--- src/lfpd_pkg.sv ---
package lfpd_pkg;

  localparam int SAMPLE_W    = 10;
  localparam int NUM_SENSORS = 5;
  localparam int ERR_W       = 12;
  localparam int PID_W       = 22;
  localparam int ABS_W       = 20;
  localparam int MAC_X_W     = 22;
  localparam int MAC_Y_W     = 16;
  localparam int MAC_R_W     = 32;
  localparam int CFG_INDEX_W = 4;
  localparam int CFG_DATA_W  = 10;
  localparam int IN_DATA_W   = 56;
  localparam int OUT_DATA_W  = 32;

  localparam logic [CFG_INDEX_W-1:0] REG_LINE_THRESHOLD = 4'd0;
  localparam logic [CFG_INDEX_W-1:0] REG_PROP_GAIN      = 4'd1;
  localparam logic [CFG_INDEX_W-1:0] REG_DERIV_GAIN     = 4'd2;
  localparam logic [CFG_INDEX_W-1:0] REG_TOP_SPEED      = 4'd3;
  localparam logic [CFG_INDEX_W-1:0] REG_BEND_SPEED     = 4'd4;
  localparam logic [CFG_INDEX_W-1:0] REG_BRAKE_START    = 4'd5;
  localparam logic [CFG_INDEX_W-1:0] REG_WHEEL_TRIM     = 4'd6;
  localparam logic [CFG_INDEX_W-1:0] REG_SERVO_MID      = 4'd7;

  typedef struct packed {
    logic [9:0] line_threshold;
    logic [7:0] prop_gain;
    logic [7:0] deriv_gain;
    logic [7:0] top_speed;
    logic [7:0] bend_speed;
    logic [7:0] brake_start;
    logic [5:0] wheel_trim;
    logic [7:0] servo_mid;
  } cfg_t;

  localparam cfg_t CFG_RESET = '{
    line_threshold: 10'd740,
    prop_gain:      8'd16,
    deriv_gain:     8'd55,
    top_speed:      8'd240,
    bend_speed:     8'd90,
    brake_start:    8'd25,
    wheel_trim:     6'd9,
    servo_mid:      8'd90
  };

  typedef enum logic [3:0] {
    ST_IDLE,
    ST_PROP,
    ST_DERIV,
    ST_ABS,
    ST_BRAKE,
    ST_BASE,
    ST_ADJ,
    ST_MOTOR_A,
    ST_MOTOR_B,
    ST_OUT
  } state_t;

  typedef logic [1:0] turn_t;
  localparam turn_t TURN_NONE = 2'd0;
  localparam turn_t TURN_POS  = 2'd1;
  localparam turn_t TURN_NEG  = 2'd3;

  localparam logic signed [ERR_W-1:0] ERR_LOST_POS = 12'sd896;
  localparam logic signed [ERR_W-1:0] ERR_LOST_NEG = -12'sd896;
  localparam logic signed [ERR_W-1:0] TURN_HYST    = 12'sd26;

  // position error indexed by the on-line mask, bit 0 = far left
  localparam logic signed [ERR_W-1:0] ERR_TABLE [32] = '{
    12'sd0,    12'sd896,  12'sd384,  12'sd640,
    12'sd0,    12'sd448,  12'sd192,  12'sd426,
    -12'sd384, 12'sd256,  12'sd0,    12'sd298,
    -12'sd192, 12'sd170,  12'sd0,    12'sd224,
    -12'sd896, 12'sd0,    -12'sd256, 12'sd128,
    -12'sd448, 12'sd0,    -12'sd170, 12'sd96,
    -12'sd640, -12'sd128, -12'sd298, 12'sd0,
    -12'sd426, -12'sd96,  -12'sd224, 12'sd0
  };

  // divide by 35 as multiply by 2^20/35 rounded up, exact below 35*256
  localparam logic signed [MAC_Y_W-1:0] RECIP_35   = 16'sd29960;
  localparam logic [13:0]               BRAKE_DMAX = 14'd8960;
  localparam logic signed [MAC_Y_W-1:0] ADJ_GAIN   = 16'sd819;
  localparam logic signed [MAC_Y_W-1:0] K_SLOW     = -16'sd77;
  localparam logic signed [MAC_Y_W-1:0] K_FAST     = 16'sd307;

  localparam logic signed [23:0] ANGLE_MIN = 24'sd35;
  localparam logic signed [23:0] ANGLE_MAX = 24'sd145;

endpackage

--- src/line_follower_pd_steering.sv ---
// PD line-follower steering. One sample set is taken when s_tready is high; the
// block then works on it through the states PROP to OUT and takes no new set
// meanwhile. The steering figure comes from a single shared multiply-add unit that
// is stepped through the P and D products, the brake factor, the brake blend, the
// turn adjustment and the two wheel speeds in turn. The result sits in an output
// register, so the next set may be taken while the last result still waits.
// Configuration writes are taken in any cycle and should only be made while the
// block is idle.
module line_follower_pd_steering (
  input  logic                                clk,
  input  logic                                rst,
  input  logic                                s_tvalid,
  output logic                                s_tready,
  // far_left_sample, near_left_sample, centre_sample, near_right_sample,
  // far_right_sample, zero pad
  input  logic [lfpd_pkg::IN_DATA_W-1:0]      s_tdata,
  output logic                                m_tvalid,
  input  logic                                m_tready,
  // steer_angle, motor_a_reverse, motor_a_duty, motor_b_reverse, motor_b_duty,
  // zero pad
  output logic [lfpd_pkg::OUT_DATA_W-1:0]     m_tdata,
  input  logic                                cfg_valid,
  output logic                                cfg_ready,
  input  logic [lfpd_pkg::CFG_INDEX_W-1:0]    cfg_index,
  input  logic [lfpd_pkg::CFG_DATA_W-1:0]     cfg_data
);

  lfpd_pkg::cfg_t   cfg;
  lfpd_pkg::state_t state, state_next;

  logic signed [lfpd_pkg::ERR_W-1:0]   err, prev_err, err_new;
  lfpd_pkg::turn_t                     turn_mem, turn_next;
  logic signed [lfpd_pkg::PID_W-1:0]   acc, pid;
  logic [lfpd_pkg::ABS_W-1:0]          absq;
  logic [7:0]                          angle, base;
  logic [8:0]                          bf;
  logic [13:0]                         adj;
  logic signed [15:0]                  speed_a, speed_b;

  logic signed [lfpd_pkg::MAC_X_W-1:0] mac_x;
  logic signed [lfpd_pkg::MAC_Y_W-1:0] mac_y;
  logic signed [lfpd_pkg::MAC_R_W-1:0] mac_z, mac_r;
  logic signed [23:0]                  mac_q;

  logic                                accept, out_load;
  logic [lfpd_pkg::NUM_SENSORS-1:0]    on_line;
  logic signed [12:0]                  diff;
  logic signed [lfpd_pkg::PID_W-1:0]   pid_mag;
  logic signed [31:0]                  angle_sum;
  logic signed [23:0]                  angle_q;
  logic [7:0]                          angle_clamped;
  logic [15:0]                         brake_level;
  logic                                brake_on;
  logic [lfpd_pkg::ABS_W-1:0]          d_raw;
  logic [13:0]                         d_clamp;
  logic signed [8:0]                   speed_gap;
  logic [9:0]                          base_a;
  logic signed [9:0]                   base_b;
  logic                                pid_pos;
  logic [8:0]                          word_a, word_b;

  function automatic logic signed [23:0] div256_trunc(input logic signed [31:0] v);
    logic signed [31:0] t;
    t = v + (v[31] ? 32'sd255 : 32'sd0);
    return $signed(t[31:8]);
  endfunction

  function automatic logic [8:0] motor_word(input logic signed [15:0] s);
    logic [15:0] mag;
    mag = s[15] ? 16'(-s) : 16'(s);
    return {s[15], (mag > 16'd255) ? 8'hFF : mag[7:0]};
  endfunction

  lfpd_cfg u_cfg (
    .clk      (clk),
    .rst      (rst),
    .wr_en    (cfg_valid & cfg_ready),
    .wr_index (cfg_index),
    .wr_data  (cfg_data),
    .cfg      (cfg)
  );

  lfpd_mac u_mac (
    .x (mac_x),
    .y (mac_y),
    .z (mac_z),
    .r (mac_r)
  );

  assign cfg_ready = 1'b1;
  assign accept    = s_tvalid & s_tready;

  // sensing and lost-line handling
  always_comb begin
    for (int i = 0; i < lfpd_pkg::NUM_SENSORS; i++) begin
      on_line[i] = s_tdata[i*lfpd_pkg::SAMPLE_W +: lfpd_pkg::SAMPLE_W] < cfg.line_threshold;
    end
    turn_next = turn_mem;
    if (on_line == '0) begin
      case (turn_mem)
        lfpd_pkg::TURN_POS: err_new = lfpd_pkg::ERR_LOST_POS;
        lfpd_pkg::TURN_NEG: err_new = lfpd_pkg::ERR_LOST_NEG;
        default:            err_new = '0;
      endcase
    end else begin
      err_new = lfpd_pkg::ERR_TABLE[on_line];
      if (err_new > lfpd_pkg::TURN_HYST) begin
        turn_next = lfpd_pkg::TURN_POS;
      end else if (err_new < -lfpd_pkg::TURN_HYST) begin
        turn_next = lfpd_pkg::TURN_NEG;
      end
    end
  end

  assign diff          = $signed({err[11], err}) - $signed({prev_err[11], prev_err});
  assign pid_mag       = pid[lfpd_pkg::PID_W-1] ? -pid : pid;
  assign angle_sum     = 32'(pid) + $signed({16'h0, cfg.servo_mid, 8'h00});
  assign angle_q       = div256_trunc(angle_sum);
  assign angle_clamped = (angle_q < lfpd_pkg::ANGLE_MIN) ? lfpd_pkg::ANGLE_MIN[7:0] :
                         (angle_q > lfpd_pkg::ANGLE_MAX) ? lfpd_pkg::ANGLE_MAX[7:0] :
                         angle_q[7:0];
  assign brake_level   = {cfg.brake_start, 8'h00};
  assign brake_on      = absq > lfpd_pkg::ABS_W'(brake_level);
  assign d_raw         = absq - lfpd_pkg::ABS_W'(brake_level);
  assign d_clamp       = !brake_on ? 14'd0 :
                         (d_raw > lfpd_pkg::ABS_W'(lfpd_pkg::BRAKE_DMAX)) ?
                         lfpd_pkg::BRAKE_DMAX : d_raw[13:0];
  assign speed_gap     = $signed({1'b0, cfg.bend_speed}) - $signed({1'b0, cfg.top_speed});
  assign base_a        = {2'b00, base} + {4'b0000, cfg.wheel_trim};
  assign base_b        = $signed({2'b00, base}) - $signed({4'b0000, cfg.wheel_trim});
  assign pid_pos       = !pid[lfpd_pkg::PID_W-1] && (pid != '0);
  assign mac_q         = div256_trunc(mac_r);
  assign word_a        = motor_word(speed_a);
  assign word_b        = motor_word(speed_b);

  // next state
  always_comb begin
    state_next = state;
    case (state)
      lfpd_pkg::ST_IDLE:    if (s_tvalid) state_next = lfpd_pkg::ST_PROP;
      lfpd_pkg::ST_PROP:    state_next = lfpd_pkg::ST_DERIV;
      lfpd_pkg::ST_DERIV:   state_next = lfpd_pkg::ST_ABS;
      lfpd_pkg::ST_ABS:     state_next = lfpd_pkg::ST_BRAKE;
      lfpd_pkg::ST_BRAKE:   state_next = lfpd_pkg::ST_BASE;
      lfpd_pkg::ST_BASE:    state_next = lfpd_pkg::ST_ADJ;
      lfpd_pkg::ST_ADJ:     state_next = lfpd_pkg::ST_MOTOR_A;
      lfpd_pkg::ST_MOTOR_A: state_next = lfpd_pkg::ST_MOTOR_B;
      lfpd_pkg::ST_MOTOR_B: state_next = lfpd_pkg::ST_OUT;
      lfpd_pkg::ST_OUT:     if (!m_tvalid || m_tready) state_next = lfpd_pkg::ST_IDLE;
      default:              state_next = lfpd_pkg::ST_IDLE;
    endcase
  end

  // sequencer outputs: handshake and shared unit operands
  always_comb begin
    s_tready = 1'b0;
    out_load = 1'b0;
    mac_x    = '0;
    mac_y    = '0;
    mac_z    = '0;
    case (state)
      lfpd_pkg::ST_IDLE: s_tready = 1'b1;
      lfpd_pkg::ST_PROP: begin
        mac_x = lfpd_pkg::MAC_X_W'(err);
        mac_y = $signed({8'h00, cfg.prop_gain});
      end
      lfpd_pkg::ST_DERIV: begin
        mac_x = lfpd_pkg::MAC_X_W'(diff);
        mac_y = $signed({8'h00, cfg.deriv_gain});
        mac_z = lfpd_pkg::MAC_R_W'(acc);
      end
      lfpd_pkg::ST_BRAKE: begin
        mac_x = $signed({8'h00, d_clamp});
        mac_y = lfpd_pkg::RECIP_35;
      end
      lfpd_pkg::ST_BASE: begin
        mac_x = lfpd_pkg::MAC_X_W'(speed_gap);
        mac_y = $signed({7'h00, bf});
        mac_z = $signed({16'h0000, cfg.top_speed, 8'h00});
      end
      lfpd_pkg::ST_ADJ: begin
        mac_x = $signed({2'b00, absq});
        mac_y = lfpd_pkg::ADJ_GAIN;
      end
      lfpd_pkg::ST_MOTOR_A: begin
        mac_x = $signed({8'h00, adj});
        mac_y = pid_pos ? lfpd_pkg::K_SLOW : lfpd_pkg::K_FAST;
        mac_z = $signed({14'h0000, base_a, 8'h00});
      end
      lfpd_pkg::ST_MOTOR_B: begin
        mac_x = $signed({8'h00, adj});
        mac_y = pid_pos ? lfpd_pkg::K_FAST : lfpd_pkg::K_SLOW;
        mac_z = $signed({{14{base_b[9]}}, base_b, 8'h00});
      end
      lfpd_pkg::ST_OUT: out_load = !m_tvalid || m_tready;
      default: ;
    endcase
  end

  always_ff @(posedge clk) begin
    if (rst) begin
      state    <= lfpd_pkg::ST_IDLE;
      prev_err <= '0;
      turn_mem <= lfpd_pkg::TURN_NONE;
      m_tvalid <= 1'b0;
    end else begin
      state <= state_next;
      if (accept) begin
        turn_mem <= turn_next;
      end
      if (state == lfpd_pkg::ST_DERIV) begin
        prev_err <= err;
      end
      if (out_load) begin
        m_tvalid <= 1'b1;
      end else if (m_tready) begin
        m_tvalid <= 1'b0;
      end
    end
  end

  always_ff @(posedge clk) begin
    if (accept) begin
      err <= err_new;
    end
    case (state)
      lfpd_pkg::ST_PROP:    acc     <= mac_r[lfpd_pkg::PID_W-1:0];
      lfpd_pkg::ST_DERIV:   pid     <= mac_r[lfpd_pkg::PID_W-1:0];
      lfpd_pkg::ST_ABS: begin
        absq  <= pid_mag[lfpd_pkg::ABS_W-1:0];
        angle <= angle_clamped;
      end
      lfpd_pkg::ST_BRAKE:   bf      <= mac_r[28:20];
      lfpd_pkg::ST_BASE:    base    <= mac_r[15:8];
      lfpd_pkg::ST_ADJ:     adj     <= mac_r[29:16];
      lfpd_pkg::ST_MOTOR_A: speed_a <= mac_q[15:0];
      lfpd_pkg::ST_MOTOR_B: speed_b <= mac_q[15:0];
      default: ;
    endcase
    if (out_load) begin
      m_tdata <= {6'h00, word_b[7:0], word_b[8], word_a[7:0], word_a[8], angle};
    end
  end

endmodule

--- src/lfpd_cfg.sv ---
module lfpd_cfg (
  input  logic                               clk,
  input  logic                               rst,
  input  logic                               wr_en,
  input  logic [lfpd_pkg::CFG_INDEX_W-1:0]   wr_index,
  input  logic [lfpd_pkg::CFG_DATA_W-1:0]    wr_data,
  output lfpd_pkg::cfg_t                     cfg
);

  always_ff @(posedge clk) begin
    if (rst) begin
      cfg <= lfpd_pkg::CFG_RESET;
    end else if (wr_en) begin
      case (wr_index)
        lfpd_pkg::REG_LINE_THRESHOLD: cfg.line_threshold <= wr_data;
        lfpd_pkg::REG_PROP_GAIN:      cfg.prop_gain      <= wr_data[7:0];
        lfpd_pkg::REG_DERIV_GAIN:     cfg.deriv_gain     <= wr_data[7:0];
        lfpd_pkg::REG_TOP_SPEED:      cfg.top_speed      <= wr_data[7:0];
        lfpd_pkg::REG_BEND_SPEED:     cfg.bend_speed     <= wr_data[7:0];
        lfpd_pkg::REG_BRAKE_START:    cfg.brake_start    <= wr_data[7:0];
        lfpd_pkg::REG_WHEEL_TRIM:     cfg.wheel_trim     <= wr_data[5:0];
        lfpd_pkg::REG_SERVO_MID:      cfg.servo_mid      <= wr_data[7:0];
        default: ;
      endcase
    end
  end

endmodule

--- src/lfpd_mac.sv ---
module lfpd_mac (
  input  logic signed [lfpd_pkg::MAC_X_W-1:0] x,
  input  logic signed [lfpd_pkg::MAC_Y_W-1:0] y,
  input  logic signed [lfpd_pkg::MAC_R_W-1:0] z,
  output logic signed [lfpd_pkg::MAC_R_W-1:0] r
);

  logic signed [lfpd_pkg::MAC_X_W+lfpd_pkg::MAC_Y_W-1:0] prod;

  assign prod = x * y;
  assign r    = $signed(prod[lfpd_pkg::MAC_R_W-1:0]) + z;

endmodule

--- config.mk ---
export PLATFORM = sky130hd
export DESIGN_NAME = line_follower_pd_steering
export DESIGN_NICKNAME = d
export VERILOG_FILES = /design/src/lfpd_pkg.sv /design/src/line_follower_pd_steering.sv /design/src/lfpd_cfg.sv /design/src/lfpd_mac.sv
export SDC_FILE = /design/constraint.sdc
export NUM_CORES = 1
export LEC_CHECK = 0
export BUFFER_PORTS_ARGS = -buffer_cell sky130_fd_sc_hd__buf_2
export CAP_MARGIN = 20
export CELL_PAD_IN_SITES_DETAIL_PLACEMENT = 1
export CELL_PAD_IN_SITES_GLOBAL_PLACEMENT = 2
export CORE_MARGIN = 5
export CORE_UTILIZATION = 42
export DETAILED_ROUTE_END_ITERATION = 12
export PLACE_DENSITY_LB_ADDON = 0.1
export SYNTH_ARGS = -nofsm -noshare
export SYNTH_HDL_FRONTEND = slang
export SYNTH_SLANG_ARGS = --single-unit
--- constraint.sdc ---
create_clock -name clk -period 11.65 [get_ports clk]
set_input_delay 0 -clock clk [delete_from_list [all_inputs] [get_ports clk]]
set_output_delay 0 -clock clk [all_outputs]
set_load 0.03 [all_outputs]
==> flow_metrics.py <==
metrics = {
    "status": {
        "status": "finished clean",
    },
    "clocking": {
        "clock_sinks": 250,
        "cts.path.max_buffers": 3,
        "cts_made_buffers": 26,
        "worstSkewPairLatency_ps": 550,
        "cts.htree.levels": 1,
        "cts_root_buffer": "clkbuf_16",
        "clkTransAtPathRegs_ps": 60,
        "cts_tree": "done",
    },
    "drt": {
        "antenna_left": 0,
        "drt_wl_total_mm": 81.8,
        "first_pass_iters": 8,
        "drcViolationCount": 0,
        "wl_per_cell_um": 22.7,
        "route.vias.total": 19600,
        "via_per_inst": 5.44,
        "drtIter0Drc": 1181,
    },
    "worst_hold_path": {
        "hold_path_end": "u_cfg.cfg[18]",
        "holdPathStages": 4,
        "holdCritStartpoint": "cfg_index[1]",
        "hold_class": "primary input to flop",
    },
    "placement": {
        "dp_slack_ps": 157,
        "dpl_cell_area_um2": 27400,
        "dp_hpwl_mm": 67.9,
        "globalplace.congestion": 0.926,
        "port_buffers": 96,
    },
    "yosys": {
        "synth.largest_area_cell": "fa_1",
        "synth_cell_types": 79,
        "yosys_most_used_dff": "edfxtp_1",
        "synth_area_um2": 25500,
        "synth_top_area_share_pct": 25.0,
        "seq_area_frac_synth_pct": 26.3,
        "ys_seq_elements": 250,
        "async_flop_share_pct": 0,
        "synthTopCellsByArea": "fa_1 (25%), edfxtp_1 (20%), ha_1 (9.9%), inv_1 (6.7%), dfxtp_1 (6.3%)",
        "synth-edff-count": 170,
        "syn_inst": 2632,
        "syn_avg_cell_area_um2": 9.69,
        "ys_warn_count": 0,
    },
    "layout": {
        "layout_common_cells": "inv_1 (455), fa_1 (319), nor2_1 (239)",
        "area_delta_synth_final_pct": 11.6,
        "fin_area_um2": 28500,
        "drive_gt1_share_pct": 9.57,
        "utilization_pct": 47.2,
        "n_fill_cell": 6801,
        "multi_input_area_um2": 16900,
        "final_nets": 3399,
        "final_common_cell": "inv_1",
        "final-seq-area_um2": 6710,
    },
    "critical_path": {
        "critPathCaptureType": "flop",
        "worstSetupStartpointType": "flop",
        "cp_slowest_cell": "fa_1",
        "path_common_cell": "fa_1",
        "worstReg2RegEnd": "speed_a[13]",
        "cpPeakStageDelay_ps": 620,
        "crit_type": "flop to flop",
        "cp_data_required_time_ps": 11930,
        "crit_fanout": 10,
        "crit_arrival_ps": 11280,
        "reg2regPathDepth": 34,
        "reg2reg_from": "pid[0]",
        "reg2reg_slack_ps": 650,
    },
    "global_routing": {
        "grtUsageTotal_pct": 24.9,
        "grt_max_degree": 71,
        "antenna_found_initial": 2,
        "grt_pass1_vias": 21700,
        "grt_pass1_wl_mm": 128,
        "gr-total-overflow": 0,
    },
    "timing": {
        "finalHoldViolCount": 0,
        "fin_skew_ps": 20.4,
        "fin_tns_setup_ps": 0,
        "slew_headroom_pct": 27.4,
        "worst_slew_pin_slew_ps": 1080,
        "slew_violations": 0,
        "fin_crit_sh_pct": 94.4,
        "fin_ws_ps": 653,
        "setup_viol": 0,
        "timing.fmax_ghz": 0.0909,
        "rsz0062_at_grt": "false",
        "period_minus_slack_ps": 11000,
    },
    "die": {
        "die_x_um": 256,
        "core-area_um2": 60200,
        "start_util_pct": 42.3,
        "dieArea_um2": 65800,
        "die_h_um": 256,
        "rows": 90,
        "io_pins": 110,
    },
    "pwr": {
        "p_leak_nw": 13.0,
        "p_total_w": 0.00344,
        "vdd_ir_drop_max_v": 0.000109,
        "power_density_nw_per_um2": 121,
    },
    "flow_run": {
        "drv_cap": 0,
    },
}
## routing by layer
layer / track usage [%] / wire [um]
met2: 44.1 / 41000
met5: 0 / 7
met3: 2.11 / 3150
met1: 33.8 / 35800
met4: 5.26 / 1800
## cell type report
class | count | area share (%)
Clock inverter | 12 | 0.347
Multi-Input combinational cell | 1870 | 59.3
Antenna cell | 1 | 0.00879
Timing Repair Buffer | 199 | 4.58
Sequential cell | 250 | 23.6
Inverter | 457 | 6.03
Tap cell | 782 | 3.44
Clock buffer | 34 | 2.68
## worst max-delay path: cells and delay by family, from the launching register on
family | cells | cell delay, ps
multiplexers | 1 | 360
XOR/XNOR | 2 | 580
flip-flops | 1 | 430
adder cells (fa/ha/maj) | 9 | 4120
AO/OA/AOI/OAI | 9 | 2150
AND/OR/NAND/NOR | 8 | 2490
buffers and inverters | 5 | 580
## worst max path at each step
stage | cells after the start | slack, ps | end | startpoint
detailed placement | 40 | 160 | speed_b[5] | err[1]
global placement | 40 | 460 | speed_a[5] | err[1]
CTS | 40 | 100 | speed_a[13] | err[1]
floorplan | 39 | 1760 | speed_a[5] | err[3]
global route | 43 | 50 | speed_a[13] | err[1]
finish | 34 | 650 | speed_a[13] | pid[0]
## through the flow
stage | hold WS (ps) | cells
after floorplan | 118 | 2663
after global placement | 242 | 3540
after detailed placement | 254 | 3540
after CTS | 6.12 | 3601
after global routing | 48.4 | 3605
final | 37.0 | 3605
## synth_stat cells, types with 14 or more instances
master and count:
nor2b_1 18, and2_1 21, xnor2_1 96, xor2_1 29, a21o_1 35, fa_1 319
o21ai_0 100, inv_1 456, dfxtp_1 80, o31ai_1 16, o21a_1 29, nor3_1 26
or2_2 14, or3_1 22, nand2_1 221, a211o_1 25, nand2b_1 31, o211ai_1 14
nand4_1 15, nand3_1 18, mux2i_1 38, o21bai_1 16, nor2_1 242, a221oi_1 15
and3_1 15, clkbuf_1 74, edfxtp_1 170, ha_1 201, a21oi_1 106
## repair_timing
action,in CTS,in global routing
setup endpoints to repair,0,32
gates resized for setup,0,5
buffers inserted,0,1
hold buffers,15,0
endpoints found under the hold margin,64,0
## flip-flops by register name (all words and copies together), names as in the netlist, 9 cells and up
name	cells
absq	20
u_cfg.cfg	64
adj	14
pid	22
speed_b	16
acc	22
err	9
speed_a	16
prev_err	9
bf	9
m_tdata	26
## power by group
| group | leakage (nW) | internal (W) | switching [W] |
|---|---|---|---|
| Clock | 0.423 | 0.000483 | 0.000361 |
| Sequential | 2.16 | 0.00105 | 0.0000379 |
| Combinational | 10.4 | 0.000540 | 0.000966 |
## cell families (layout without fill, tap and decap cells)
logic type	after synthesis	count (layout)	synth area share (%)
AND/OR/NAND/NOR	686	686	12.4
buffers and inverters	543	702	8.09
adder cells (fa/ha/maj)	520	520	34.9
AO/OA/AOI/OAI	463	463	12.2
flip-flops	250	250	26.3
XOR/XNOR	125	125	4.29
multiplexers	43	43	1.76
other	2	34	0.0294
No activity file was read; power rests on OpenSTA's default activity.
